==> src/rtl/sgsg_pkg.sv <==
// Package: payload types, glyph tables and constants for the stroke glyph generator
`timescale 1ns / 1ps
package sgsg_pkg;

  typedef struct packed {
    logic [7:0] char_code;
    logic       restart;
  } sgsg_in_t;

  typedef struct packed {
    logic signed [15:0] seg_x0;
    logic signed [15:0] seg_y0;
    logic signed [15:0] seg_x1;
    logic signed [15:0] seg_y1;
    logic [7:0]         stroke_width;
    logic [31:0]        stroke_rgba;
    logic               last_segment;
  } sgsg_out_t;

  // Register indexes
  localparam logic [2:0] REG_GLYPH_SIZE = 3'd0;
  localparam logic [2:0] REG_BASELINE_Y = 3'd1;
  localparam logic [2:0] REG_START_X    = 3'd2;
  localparam logic [2:0] REG_THICKNESS  = 3'd3;
  localparam logic [2:0] REG_COLOR      = 3'd4;

  localparam int CFG_DW = 32;
  localparam logic [7:0] SPACE_CODE = 8'h20;
  localparam logic [4:0] SPACE_ADV  = 5'd10;

  // Offset selectors: which derived glyph quantity a coordinate adds.
  localparam logic [4:0] O_ZERO   = 5'd0;
  localparam logic [4:0] O_G      = 5'd1;
  localparam logic [4:0] O_H      = 5'd2;
  localparam logic [4:0] O_G4     = 5'd3;
  localparam logic [4:0] O_G4X3   = 5'd4;
  localparam logic [4:0] O_W      = 5'd5;
  localparam logic [4:0] O_G8     = 5'd6;
  localparam logic [4:0] O_G5     = 5'd7;
  localparam logic [4:0] O_NG     = 5'd8;   // -g
  localparam logic [4:0] O_NH     = 5'd9;   // -h
  localparam logic [4:0] O_NG8    = 5'd10;  // -g/8
  localparam logic [4:0] O_NG5    = 5'd11;  // -g/5
  localparam logic [4:0] O_NGG8   = 5'd12;  // -g+g/8
  localparam logic [4:0] O_NGG5   = 5'd13;  // -g+g/5
  localparam logic [4:0] O_NGG4   = 5'd14;  // -g+g/4
  localparam logic [4:0] O_Q      = 5'd15;  // q
  localparam logic [4:0] O_W2     = 5'd16;  // w/2
  localparam logic [4:0] O_NW2    = 5'd17;  // -w/2
  localparam logic [4:0] O_W4     = 5'd18;  // w/4
  localparam logic [4:0] O_W34    = 5'd19;  // w + w/4
  localparam logic [4:0] O_WMW2   = 5'd20;  // w - w/2
  localparam logic [4:0] O_Q2     = 5'd21;
  localparam logic [4:0] O_Q3     = 5'd22;
  localparam logic [4:0] O_G2     = 5'd23;  // g/2 (T)
  localparam logic [4:0] O_Y3     = 5'd24;  // crossbar y (absolute)

  // Width kinds
  localparam logic [2:0] W_G   = 3'd0;  // g
  localparam logic [2:0] W_G3  = 3'd1;  // g - g/3
  localparam logic [2:0] W_G2  = 3'd2;  // g - g/2
  localparam logic [2:0] W_G4  = 3'd3;  // g - g/4
  localparam logic [2:0] W_G5  = 3'd4;  // g - g/5
  localparam logic [2:0] W_R   = 3'd5;  // floor(2g/3)
  localparam logic [2:0] W_W   = 3'd6;  // g + g/3
  localparam logic [2:0] W_NONE= 3'd7;

  // y3 kinds
  localparam logic [1:0] Y3_NONE = 2'd0;
  localparam logic [1:0] Y3_A    = 2'd1;
  localparam logic [1:0] Y3_G    = 2'd2;

  typedef struct packed {
    logic [4:0] x0;
    logic [4:0] y0;
    logic [4:0] x1;
    logic [4:0] y1;
  } seg_code_t;

  typedef struct packed {
    logic [2:0] nseg;     // segments
    logic [2:0] wkind;
    logic [1:0] y3kind;
    logic       adv_w;    // advance by width
    logic       adv_sp;   // advance by space
  } glyph_info_t;

  function automatic seg_code_t sc(input logic [4:0] a, input logic [4:0] b,
                                   input logic [4:0] c, input logic [4:0] d);
    seg_code_t s;
    s.x0 = a; s.y0 = b; s.x1 = c; s.y1 = d;
    return s;
  endfunction

  function automatic glyph_info_t glyph_info(input logic [7:0] ch);
    glyph_info_t gi;
    gi = '{nseg: 3'd0, wkind: W_NONE, y3kind: Y3_NONE, adv_w: 1'b0, adv_sp: 1'b0};
    case (ch)
      SPACE_CODE: gi.adv_sp = 1'b1;
      "A": gi = '{3'd3, W_G,  Y3_A,    1'b1, 1'b0};
      "B": gi = '{3'd7, W_G2, Y3_NONE, 1'b1, 1'b0};
      "C": gi = '{3'd3, W_G3, Y3_NONE, 1'b1, 1'b0};
      "D": gi = '{3'd5, W_G4, Y3_NONE, 1'b1, 1'b0};
      "E": gi = '{3'd4, W_G3, Y3_NONE, 1'b1, 1'b0};
      "F": gi = '{3'd3, W_G3, Y3_NONE, 1'b1, 1'b0};
      "G": gi = '{3'd6, W_G3, Y3_G,    1'b1, 1'b0};
      "H": gi = '{3'd3, W_G3, Y3_NONE, 1'b1, 1'b0};
      "I": gi = '{3'd1, W_G,  Y3_NONE, 1'b0, 1'b0};
      "L": gi = '{3'd2, W_G3, Y3_NONE, 1'b1, 1'b0};
      "M": gi = '{3'd4, W_G5, Y3_NONE, 1'b1, 1'b0};
      "N": gi = '{3'd3, W_G5, Y3_NONE, 1'b1, 1'b0};
      "O": gi = '{3'd4, W_G,  Y3_NONE, 1'b1, 1'b0};
      "P": gi = '{3'd4, W_G3, Y3_NONE, 1'b1, 1'b0};
      "Q": gi = '{3'd5, W_G3, Y3_NONE, 1'b1, 1'b0};
      "R": gi = '{3'd5, W_R,  Y3_NONE, 1'b1, 1'b0};
      "S": gi = '{3'd5, W_G3, Y3_NONE, 1'b1, 1'b0};
      "T": gi = '{3'd2, W_G,  Y3_NONE, 1'b1, 1'b0};
      "U": gi = '{3'd3, W_G3, Y3_NONE, 1'b1, 1'b0};
      "V": gi = '{3'd2, W_G3, Y3_NONE, 1'b1, 1'b0};
      "W": gi = '{3'd4, W_W,  Y3_NONE, 1'b1, 1'b0};
      "X": gi = '{3'd2, W_G3, Y3_NONE, 1'b1, 1'b0};
      "Y": gi = '{3'd3, W_G3, Y3_NONE, 1'b1, 1'b0};
      "Z": gi = '{3'd3, W_G3, Y3_NONE, 1'b1, 1'b0};
      default: ;
    endcase
    return gi;
  endfunction

  // Segment k of glyph ch, as offset selectors. D uses O_Q as (w/4)*3.
  function automatic seg_code_t glyph_seg(input logic [7:0] ch, input logic [2:0] k);
    seg_code_t s;
    s = sc(O_ZERO, O_ZERO, O_ZERO, O_ZERO);
    case (ch)
      "A": case (k)
        3'd0: s = sc(O_ZERO, O_ZERO, O_H, O_NG);
        3'd1: s = sc(O_H, O_NG, O_G, O_ZERO);
        default: s = sc(O_G4, O_Y3, O_G4X3, O_Y3);
      endcase
      "B": case (k)
        3'd0: s = sc(O_ZERO, O_ZERO, O_ZERO, O_NG);
        3'd1: s = sc(O_ZERO, O_ZERO, O_W, O_NG8);
        3'd2: s = sc(O_W, O_NG8, O_W, O_NG5);
        3'd3: s = sc(O_W, O_NG5, O_ZERO, O_NH);
        3'd4: s = sc(O_ZERO, O_NG, O_W, O_NGG8);
        3'd5: s = sc(O_W, O_NGG8, O_W, O_NGG5);
        default: s = sc(O_W, O_NGG5, O_ZERO, O_NH);
      endcase
      "C", "E", "F", "L": case ({ch == "E" ? 2'd1 : ch == "F" ? 2'd2 : 2'd0, k})
        {2'd0, 3'd0}, {2'd1, 3'd0}, {2'd2, 3'd0}: s = sc(O_ZERO, O_ZERO, O_ZERO, O_NG);
        {2'd0, 3'd1}, {2'd1, 3'd1}: s = sc(O_ZERO, O_ZERO, O_W, O_ZERO);
        {2'd0, 3'd2}, {2'd1, 3'd3}, {2'd2, 3'd1}: s = sc(O_ZERO, O_NG, O_W, O_NG);
        default: s = sc(O_ZERO, O_NH, O_H, O_NH);
      endcase
      "D": case (k)
        3'd0: s = sc(O_ZERO, O_ZERO, O_ZERO, O_NG);
        3'd1: s = sc(O_ZERO, O_ZERO, O_Q, O_NG8);
        3'd2: s = sc(O_ZERO, O_NG, O_Q, O_NGG8);
        3'd3: s = sc(O_Q, O_NGG8, O_W, O_NH);
        default: s = sc(O_Q, O_NG8, O_W, O_NH);
      endcase
      "G": case (k)
        3'd0: s = sc(O_ZERO, O_ZERO, O_ZERO, O_NG);
        3'd1: s = sc(O_ZERO, O_ZERO, O_W, O_ZERO);
        3'd2: s = sc(O_ZERO, O_NG, O_W, O_NG);
        3'd3: s = sc(O_W, O_NG, O_W, O_NGG4);
        3'd4: s = sc(O_W, O_ZERO, O_W, O_Y3);
        default: s = sc(O_W, O_Y3, O_W2, O_Y3);
      endcase
      "H", "U": case (k)
        3'd0: s = sc(O_ZERO, O_ZERO, O_ZERO, O_NG);
        3'd1: s = sc(O_W, O_ZERO, O_W, O_NG);
        default: s = (ch == "H") ? sc(O_ZERO, O_NH, O_W, O_NH)
                                 : sc(O_ZERO, O_ZERO, O_W, O_ZERO);
      endcase
      "I": s = sc(O_ZERO, O_ZERO, O_ZERO, O_NG);
      "M": case (k)
        3'd0: s = sc(O_ZERO, O_ZERO, O_ZERO, O_NG);
        3'd1: s = sc(O_ZERO, O_NG, O_W2, O_NH);
        3'd2: s = sc(O_W, O_NG, O_W2, O_NH);
        default: s = sc(O_W, O_ZERO, O_W, O_NG);
      endcase
      "N": case (k)
        3'd0: s = sc(O_ZERO, O_ZERO, O_ZERO, O_NG);
        3'd1: s = sc(O_ZERO, O_NG, O_W, O_ZERO);
        default: s = sc(O_W, O_NG, O_W, O_ZERO);
      endcase
      "O": case (k)
        3'd0: s = sc(O_ZERO, O_ZERO, O_G, O_ZERO);
        3'd1: s = sc(O_G, O_ZERO, O_G, O_NG);
        3'd2: s = sc(O_G, O_NG, O_ZERO, O_NG);
        default: s = sc(O_ZERO, O_NG, O_ZERO, O_ZERO);
      endcase
      "P": case (k)
        3'd0: s = sc(O_ZERO, O_ZERO, O_ZERO, O_NG);
        3'd1: s = sc(O_ZERO, O_NH, O_W, O_NH);
        3'd2: s = sc(O_ZERO, O_NG, O_W, O_NG);
        default: s = sc(O_W, O_NG, O_W, O_NH);
      endcase
      "Q": case (k)
        3'd0: s = sc(O_ZERO, O_ZERO, O_W, O_ZERO);
        3'd1: s = sc(O_ZERO, O_ZERO, O_ZERO, O_NG);
        3'd2: s = sc(O_ZERO, O_NG, O_W, O_NG);
        3'd3: s = sc(O_W, O_ZERO, O_W, O_NG);
        default: s = sc(O_WMW2, O_NW2, O_W34, O_W4);
      endcase
      "R": case (k)
        3'd0: s = sc(O_ZERO, O_ZERO, O_ZERO, O_NG);
        3'd1: s = sc(O_ZERO, O_NG, O_W, O_NG);
        3'd2: s = sc(O_W, O_NG, O_W, O_NH);
        3'd3: s = sc(O_W, O_NH, O_ZERO, O_NH);
        default: s = sc(O_ZERO, O_NH, O_W, O_ZERO);
      endcase
      "S": case (k)
        3'd0: s = sc(O_ZERO, O_ZERO, O_W, O_ZERO);
        3'd1: s = sc(O_W, O_ZERO, O_W, O_NH);
        3'd2: s = sc(O_W, O_NH, O_ZERO, O_NH);
        3'd3: s = sc(O_ZERO, O_NH, O_ZERO, O_NG);
        default: s = sc(O_ZERO, O_NG, O_W, O_NG);
      endcase
      "T": s = (k == 3'd0) ? sc(O_ZERO, O_NG, O_G, O_NG) : sc(O_G2, O_ZERO, O_G2, O_NG);
      "V": s = (k == 3'd0) ? sc(O_W2, O_ZERO, O_ZERO, O_NG) : sc(O_W2, O_ZERO, O_W, O_NG);
      "W": case (k)
        3'd0: s = sc(O_ZERO, O_NG, O_Q, O_ZERO);
        3'd1: s = sc(O_Q, O_ZERO, O_Q2, O_NG);
        3'd2: s = sc(O_Q2, O_NG, O_Q3, O_ZERO);
        default: s = sc(O_Q3, O_ZERO, O_W, O_NG);
      endcase
      "X": s = (k == 3'd0) ? sc(O_ZERO, O_ZERO, O_W, O_NG) : sc(O_ZERO, O_NG, O_W, O_ZERO);
      "Y": case (k)
        3'd0: s = sc(O_W2, O_ZERO, O_W2, O_NH);
        3'd1: s = sc(O_W2, O_NH, O_ZERO, O_NG);
        default: s = sc(O_W2, O_NH, O_W, O_NG);
      endcase
      "Z": case (k)
        3'd0: s = sc(O_ZERO, O_NG, O_W, O_NG);
        3'd1: s = sc(O_ZERO, O_ZERO, O_W, O_NG);
        default: s = sc(O_ZERO, O_ZERO, O_W, O_ZERO);
      endcase
      default: ;
    endcase
    return s;
  endfunction

endpackage

==> src/rtl/stroke_glyph_segment_generator.sv <==
// Top level: stroke-font glyph segment generator with a shared coordinate adder
`timescale 1ns / 1ps
// From input transfer to the first segment: latch, two derive steps, pen
//   update; then one segment per cycle while out_stall is low.
// Input: a new character is taken only once the last of its predecessor's N
//   segments (N = segment count, 0..7) has passed the single coordinate unit.
// Reset (rst_n low, synchronous): registers to their defaults, pen x to 0, idle.
module stroke_glyph_segment_generator
  import sgsg_pkg::*;
(
  input  logic              clk,
  input  logic              rst_n,
  input  logic              cfg_we,
  input  logic [2:0]        cfg_index,
  input  logic [CFG_DW-1:0] cfg_wdata,
  input  logic              in_valid,
  output logic              in_stall,
  input  sgsg_in_t          in_data,
  output logic              out_valid,
  input  logic              out_stall,
  output sgsg_out_t         out_data
);

  localparam logic [2:0] ST_IDLE = 3'd0;
  localparam logic [2:0] ST_DIV1 = 3'd1;  // g quotients
  localparam logic [2:0] ST_DIV2 = 3'd2;  // width-derived values, crossbar y
  localparam logic [2:0] ST_PEN  = 3'd3;  // pen advance
  localparam logic [2:0] ST_SEG  = 3'd4;  // emit segments

  // Configuration registers
  logic [9:0]         gsize_r;
  logic signed [15:0] base_r, startx_r;
  logic [7:0]         thick_r;
  logic [31:0]        color_r;

  logic [2:0]         state_r;
  logic [7:0]         ch_r;
  logic signed [15:0] pen_r, pen0_r;
  logic [2:0]         k_r;
  glyph_info_t        gi_r;

  // Derived glyph quantities (all nonnegative g-based values fit 11 bits)
  logic [10:0] h_r, g4_r, g5_r, g8_r, w_r, w2_r, w4_r, q_r;
  logic signed [17:0] y3_r;

  logic [10:0] g11;
  assign g11 = {1'b0, gsize_r};

  // Constant divisions of a 10-bit value by reciprocal multiply
  logic [10:0] div3_g, div5_g, div3_2g;
  logic [21:0] m3a, m5a;
  logic [22:0] m3b;
  assign m3a = 22'(gsize_r) * 22'd683;          // exact for g < 1024 after >>11
  assign m5a = 22'(gsize_r) * 22'd1639;         // >>13
  assign m3b = 23'({gsize_r, 1'b0}) * 23'd1366; // 2g/3, >>12
  assign div3_g  = 11'(m3a >> 11);
  assign div5_g  = 11'(m5a >> 13);
  assign div3_2g = 11'(m3b >> 12);

  // Crossbar y: trunc((3B - 2h)/3) = B - ceil-toward-zero handling of 2h/3
  // and trunc((5B - 2g)/5) likewise; computed as B + trunc(-(2v)/d) when
  // B*d - 2v keeps B's fractional-free part: value = B - floor or ceil.
  logic signed [19:0] num_y3;
  logic [11:0]        two_v;
  logic [10:0]        fq;          // floor(two_v / d)
  logic               fexact;
  logic [23:0]        fm3, fm5;
  logic [11:0]        fprod;

  always_comb begin
    two_v = (gi_r.y3kind == Y3_A) ? {h_r, 1'b0} : {1'b0, g11};
    if (gi_r.y3kind == Y3_G) two_v = {g11, 1'b0};
    fm3 = 24'(two_v) * 24'd2731;  // /3, >>13
    fm5 = 24'(two_v) * 24'd3277;  // /5, >>14
    fq  = (gi_r.y3kind == Y3_A) ? 11'(fm3 >> 13) : 11'(fm5 >> 14);
    fprod = (gi_r.y3kind == Y3_A) ? 12'(fq) * 12'd3 : 12'(fq) * 12'd5;
    fexact = (fprod == two_v);
    // (dB - 2v)/d truncated: if numerator >= 0 it is B - ceil(2v/d) .. floor
    num_y3 = 20'(base_r) * ((gi_r.y3kind == Y3_A) ? 20'sd3 : 20'sd5) - 20'(two_v);
  end

  // Shared coordinate unit: base + offset or the absolute crossbar y, saturated
  seg_code_t          code;
  logic signed [17:0] offs [4];
  logic signed [17:0] sum  [4];
  logic signed [15:0] sat  [4];
  logic [4:0]         sel  [4];
  logic signed [15:0] basev[4];

  function automatic logic signed [17:0] off_val(
      input logic [4:0] s, input logic [10:0] g, h, g4, g5, g8, w, w2, w4, q);
    logic signed [17:0] v;
    case (s)
      O_ZERO: v = '0;
      O_G:    v = 18'(g);
      O_H:    v = 18'(h);
      O_G4:   v = 18'(g4);
      O_G4X3: v = 18'(g4) * 18'sd3;
      O_W:    v = 18'(w);
      O_G8:   v = 18'(g8);
      O_G5:   v = 18'(g5);
      O_NG:   v = -18'(g);
      O_NH:   v = -18'(h);
      O_NG8:  v = -18'(g8);
      O_NG5:  v = -18'(g5);
      O_NGG8: v = 18'(g8) - 18'(g);
      O_NGG5: v = 18'(g5) - 18'(g);
      O_NGG4: v = 18'(g4) - 18'(g);
      O_Q:    v = 18'(q);
      O_W2:   v = 18'(w2);
      O_NW2:  v = -18'(w2);
      O_W4:   v = 18'(w4);
      O_W34:  v = 18'(w) + 18'(w4);
      O_WMW2: v = 18'(w) - 18'(w2);
      O_Q2:   v = 18'(q) * 18'sd2;
      O_Q3:   v = 18'(q) * 18'sd3;
      O_G2:   v = 18'(h);
      default: v = '0;
    endcase
    return v;
  endfunction

  assign code = glyph_seg(ch_r, k_r);
  assign sel[0] = code.x0;
  assign sel[1] = code.y0;
  assign sel[2] = code.x1;
  assign sel[3] = code.y1;
  assign basev[0] = pen0_r;
  assign basev[1] = base_r;
  assign basev[2] = pen0_r;
  assign basev[3] = base_r;

  always_comb begin
    for (int i = 0; i < 4; i++) begin
      offs[i] = off_val(sel[i], g11, h_r, g4_r, g5_r, g8_r, w_r, w2_r, w4_r, q_r);
      sum[i]  = (sel[i] == O_Y3) ? y3_r : 18'(basev[i]) + offs[i];
      if (sum[i] > 18'sd32767)       sat[i] = 16'sh7fff;
      else if (sum[i] < -18'sd32768) sat[i] = -16'sh8000;
      else                           sat[i] = sum[i][15:0];
    end
  end

  // Output register / skid: one segment held until taken
  logic      out_valid_r;
  sgsg_out_t out_r;
  logic      seg_fire;
  assign seg_fire = (state_r == ST_SEG) && (!out_valid_r || !out_stall);

  assign in_stall  = (state_r != ST_IDLE);
  assign out_valid = out_valid_r;
  assign out_data  = out_r;

  logic [2:0]         state_nxt;
  logic signed [17:0] pen_sum;
  logic [10:0]        adv;

  always_comb begin
    if (gi_r.adv_sp)     adv = 11'(SPACE_ADV);
    else if (gi_r.adv_w) adv = w_r;
    else                 adv = '0;
    pen_sum = 18'(pen0_r) + 18'(adv);
  end

  always_comb begin
    state_nxt = state_r;
    unique case (state_r)
      ST_IDLE: if (in_valid) state_nxt = ST_DIV1;
      ST_DIV1: state_nxt = ST_DIV2;
      ST_DIV2: state_nxt = ST_PEN;
      ST_PEN:  state_nxt = (gi_r.nseg == 3'd0) ? ST_IDLE : ST_SEG;
      ST_SEG:  if (seg_fire && k_r == gi_r.nseg - 3'd1) state_nxt = ST_IDLE;
      default: state_nxt = ST_IDLE;
    endcase
  end

  always_ff @(posedge clk) begin
    if (!rst_n) begin
      gsize_r     <= 10'd32;
      base_r      <= '0;
      startx_r    <= '0;
      thick_r     <= 8'd1;
      color_r     <= '1;
      pen_r       <= '0;
      state_r     <= ST_IDLE;
      out_valid_r <= 1'b0;
      k_r         <= '0;
    end else begin
      state_r <= state_nxt;
      if (cfg_we) begin
        unique case (cfg_index)
          REG_GLYPH_SIZE: gsize_r  <= cfg_wdata[9:0];
          REG_BASELINE_Y: base_r   <= cfg_wdata[15:0];
          REG_START_X:    startx_r <= cfg_wdata[15:0];
          REG_THICKNESS:  thick_r  <= cfg_wdata[7:0];
          REG_COLOR:      color_r  <= cfg_wdata[31:0];
          default: ;
        endcase
      end
      if (out_valid_r && !out_stall) out_valid_r <= 1'b0;
      if (state_r == ST_IDLE && in_valid) begin
        ch_r <= in_data.char_code;
        gi_r <= glyph_info(in_data.char_code);
        k_r  <= '0;
        if (in_data.restart) pen_r <= startx_r;
      end
      if (state_r == ST_PEN) begin
        // hold the drawing origin, advance the stored pen
        if (pen_sum > 18'sd32767) pen_r <= 16'sh7fff;
        else                      pen_r <= pen_sum[15:0];
      end
      if (seg_fire) begin
        out_valid_r <= 1'b1;
        k_r         <= k_r + 3'd1;
      end
    end
  end

  // Payload and derived values, no reset needed
  always_ff @(posedge clk) begin
    if (state_r == ST_IDLE) pen0_r <= (in_data.restart) ? startx_r : pen_r;
    if (state_r == ST_DIV1) begin
      h_r  <= g11 >> 1;
      g4_r <= g11 >> 2;
      g5_r <= div5_g;
      g8_r <= g11 >> 3;
      unique case (gi_r.wkind)
        W_G:  w_r <= g11;
        W_G3: w_r <= g11 - div3_g;
        W_G2: w_r <= g11 - (g11 >> 1);
        W_G4: w_r <= g11 - (g11 >> 2);
        W_G5: w_r <= g11 - div5_g;
        W_R:  w_r <= div3_2g;
        W_W:  w_r <= g11 + div3_g;
        default: w_r <= '0;
      endcase
    end
    if (state_r == ST_DIV2) begin
      w2_r <= w_r >> 1;
      w4_r <= w_r >> 2;
      q_r  <= (gi_r.wkind == W_G4) ? 11'(w_r >> 2) * 11'd3 : (w_r >> 2);
      // truncate toward zero: floor for a nonnegative numerator, else ceil
      if (num_y3 >= 0)
        y3_r <= 18'(base_r) - 18'(fq) - ((fexact) ? 18'sd0 : 18'sd1);
      else
        y3_r <= 18'(base_r) - 18'(fq);
    end
    if (seg_fire) begin
      out_r.seg_x0       <= sat[0];
      out_r.seg_y0       <= sat[1];
      out_r.seg_x1       <= sat[2];
      out_r.seg_y1       <= sat[3];
      out_r.stroke_width <= thick_r;
      out_r.stroke_rgba  <= color_r;
      out_r.last_segment <= (k_r == gi_r.nseg - 3'd1);
    end
  end

`ifndef ASSERT_OFF
  a_no_take_busy: assert property (@(posedge clk) disable iff (!rst_n)
    (state_r != ST_IDLE) |-> in_stall) else $error("input taken while busy");
  a_seg_in_range: assert property (@(posedge clk) disable iff (!rst_n)
    (state_r == ST_SEG) |-> (k_r < gi_r.nseg)) else $error("segment index past glyph");
  a_hold_stalled: assert property (@(posedge clk) disable iff (!rst_n)
    (out_valid_r && out_stall) |=> out_valid_r) else $error("pending segment dropped");
`endif

endmodule

==> config.mk <==
export PLATFORM = sky130hd
export DESIGN_NAME = stroke_glyph_segment_generator
export DESIGN_NICKNAME = d
export VERILOG_FILES = /design/src/rtl/sgsg_pkg.sv /design/src/rtl/stroke_glyph_segment_generator.sv
export SDC_FILE = /design/constraint.sdc
export NUM_CORES = 2
export LEC_CHECK = 0
export BUFFER_PORTS_ARGS = -buffer_cell sky130_fd_sc_hd__buf_2
export CAP_MARGIN = 30
export CORE_AREA = 2 2 256 258
export DETAILED_ROUTE_END_ITERATION = 8
export DIE_AREA = 0 0 258 260
export PLACE_DENSITY = 0.78
export SETUP_SLACK_MARGIN = 0.3
export SLEW_MARGIN = 0
export SYNTH_ARGS = -nofsm -noshare
export SYNTH_HDL_FRONTEND = slang
export SYNTH_SLANG_ARGS = --single-unit
export TNS_END_PERCENT = 50
==> constraint.sdc <==
create_clock -name clk -period 9.17 [get_ports clk]
set_clock_uncertainty 0.05 [all_clocks]
set_input_delay 0.917 -clock clk [delete_from_list [all_inputs] [get_ports clk]]
set_output_delay 0.917 -clock clk [all_outputs]
set_load 0.1 [all_outputs]
==> results.json <==
{
  "status": "complete, but fails checks",
  "violations": "design-rule violations, negative setup slack",
  "yosysUniqueCellTypes": 120,
  "root_buffer": "clkbuf_16",
  "cp-end-kind": "register",
  "wirelength_microns": 132000,
  "synth_area_leaders": "ha_1 17%, edfxtp_1 17%, fa_1 8.2%",
  "final_cell_count_no_fill": 5513,
  "syn_to_final_growth_pct": 15.1,
  "initial_core_util_pct": 57.7,
  "drc": 13,
  "dpl_cell_area_sq_mm": 0.0404,
  "cts_tree": "built",
  "path_class": "register to register",
  "grt_max_degree": 79,
  "ys_warn_count": 0,
  "syn-num-nets": 5035,
  "cp-start-kind": "register",
  "yosys_most_used_dff": "edfxtp_1",
  "die_h_microns": 260,
  "async_reset_ff_share_pct": 0,
  "cp_data_required_time_ns": 9.43,
  "grtUsageTotal_pct": 38.6,
  "grt_overflow": 0,
  "vias": 35400,
  "layout_commonest_cell": "ha_1",
  "drive_gt1_share_pct": 15.6,
  "synth_top_area_cell": "ha_1",
  "die_area_sq_mm": 0.0671,
  "power_leakage_nw": 19.7,
  "cap_viol_max_count": 0,
  "grt_pass1_vias": 33800,
  "hpwl_microns": 103000,
  "dp.cells": 5408,
  "dr.pass1.iters": 9,
  "drtIter0Drc": 4597,
  "route.antenna.remaining_nets": 0,
  "die_x_microns": 258,
  "crit_arrival_ns": 9.61,
  "crit_family": "adder cells",
  "fin_crit_ns": 9.35,
  "power_density_mw_per_mm2": 196,
  "fin_crit_sh_pct": 102,
  "cp_max_fo": 8,
  "cts_max_path_buffers": 3,
  "cts.sinks": 310,
  "clock_latency_ns": 0.57,
  "crit_slowest_cell": "or4_4",
  "slew_violations": 0,
  "setup_ws_ns": -0.179,
  "ys_seq_elements": 310,
  "stdcell_area_sq_mm": 0.0426,
  "synthCells": 4333,
  "final.fill_count": 5249,
  "fin_nets": 5331,
  "max_stage_delay_ns": 0.54,
  "rsz0062_at_grt": "true",
  "worst_slew_pin_slew_ns": 1.16,
  "rows": 93,
  "core_area_sq_mm": 0.0641,
  "grt_pass1_wl_microns": 200000,
  "crit_top_cell": "ha_4",
  "wire_per_inst_microns": 24.0,
  "ioPinCount": 156,
  "place.gp.congestion": 1.10,
  "peakVddDrop_mv": 0.327,
  "fmax_ghz": 0.107,
  "cts_made_buffers": 35,
  "antenna_found_initial": 4,
  "relSlewSlack_pct": 21.9,
  "port-buffer-count": 155,
  "htreeDepth": 2,
  "synth_top_area_share_pct": 17.0,
  "vias_per_cell": 6.42,
  "synth_edf_count": 205,
  "synth_area_sq_mm": 0.0370,
  "syn_area_per_cell_sq_um": 8.53,
  "clk_pin_slew_worst_paths_ns": 0.06,
  "finalHoldViolations": 0,
  "hold_ws_ns": 0.378,
  "crit_buf_inv": 6,
  "worstHoldPathType": "register to register",
  "seq_area_frac_synth_pct": 22.3,
  "setup_viol": 10,
  "final_cell_mix": "471 x ha_1, 456 x nand2_1, 391 x inv_1, 286 x a21oi_1, 266 x buf_4"
}
[cell usage after synthesis, types with 29 or more instances]
library cell / count
a31oi_1: 47
nand3_1: 131
clkbuf_1: 145
edfxtp_1: 205
o22ai_1: 58
a22oi_1: 43
o21ai_0: 180
a21oi_1: 304
dfxtp_1: 105
nor2b_1: 51
mux2i_1: 36
a21o_1: 129
ha_1: 502
xor2_1: 93
o21bai_1: 41
nand2b_1: 45
a221oi_1: 46
nand2_1: 463
fa_1: 151
nor3_1: 76
inv_1: 404
xnor2_1: 215
and3_1: 29
o211ai_1: 49
and2_1: 35
nor2_1: 268
[sequential cells by signal (all words and copies together), names as in the netlist, 10 cells and up]
signal and flops:
gsize_r 10, pen_r 16, gi_r 10, w_r 11, color_r 32, y3_r 18
startx_r 16, out_data 105, base_r 16, pen0_r 16, q_r 11
[area by class of cell]
type | instances | area (sq um) | share of cell area (%)
Multi-Input combinational cell | 3435 | 27400 | 64.5
Sequential cell | 310 | 8270 | 19.4
Timing Repair Buffer | 440 | 3020 | 7.10
Inverter | 407 | 1550 | 3.64
Tap cell | 855 | 1070 | 2.51
Clock buffer | 52 | 1050 | 2.47
Clock inverter | 12 | 161 | 0.379
Antenna cell | 2 | 5.00 | 0.0118
[repair_timing]
item | 4_1_cts | 5_1_grt
gates resized for setup | 56 | 59
hold buffers | 0 | 0
pin swaps | 57 | 34
endpoints found under the hold margin | 0 | 0
cloned | 1 | 0
endpoints found under the setup margin | 17 | 50
setup buffers | 25 | 11
[path summary, 6_finish.rpt]
path	start	to	slack [ns]	cells after the start
worst max-delay path	gi_r[3]$_DFFE_PP_	y3_r[12]$_DFFE_PP_	-0.18	40
worst min-delay path	color_r[7]$_SDFFE_PN1P_	out_data[8]$_DFFE_PP_	0.38	0
worst max register to register	gi_r[3]$_DFFE_PP_	y3_r[12]$_DFFE_PP_	-0.18	40
worst min register to register	color_r[7]$_SDFFE_PN1P_	out_data[8]$_DFFE_PP_	0.38	0
[kinds of logic (layout without fill, tap and decap cells)]
logic type | after synthesis | after routing | share of synthesized area (%)
buf+inv | 588 | 911 | 6.18
fa+ha+maj | 658 | 658 | 25.3
mux | 53 | 53 | 1.49
simple gates | 1246 | 1246 | 16.1
compound gates | 1166 | 1166 | 21.1
other cells | 1 | 3 | 0.0101
flops | 310 | 310 | 22.3
xor+xnor | 311 | 311 | 7.43
[report_power, final]
part	switching [mW]	total, mW	internal, mW	leakage [nW]
combinational	2.85	5.16	2.31	16.4
sequential	0.115	1.74	1.63	2.74
clock	0.597	1.46	0.860	0.593
total	3.56	8.36	4.80	19.7
[routing by layer]
layer | track usage [%] | vias to the layer above | part of all wire, %
met5 | 0 | - | 0.0098
met4 | 18.2 | 2 | 5.7
met3 | 9.80 | 430 | 11
met2 | 58.0 | 1957 | 42
met1 | 52.0 | 16800 | 41
li1 | - | 16200 | -
[through the flow]
step	total power [mW]	worst slack [ns]	util, %	setup TNS [ns]
after floorplan	4.76	0.208	-	0
after global placement	6.02	-0.0737	62.9	-0.119
after detailed placement	6.10	-0.317	63.0	-2.07
after CTS	7.83	0.0264	65.7	0
after global routing	8.85	-0.599	66.4	-6.36
final	8.36	-0.179	66.4	-1.02
(Power assumes the default switching activity.)
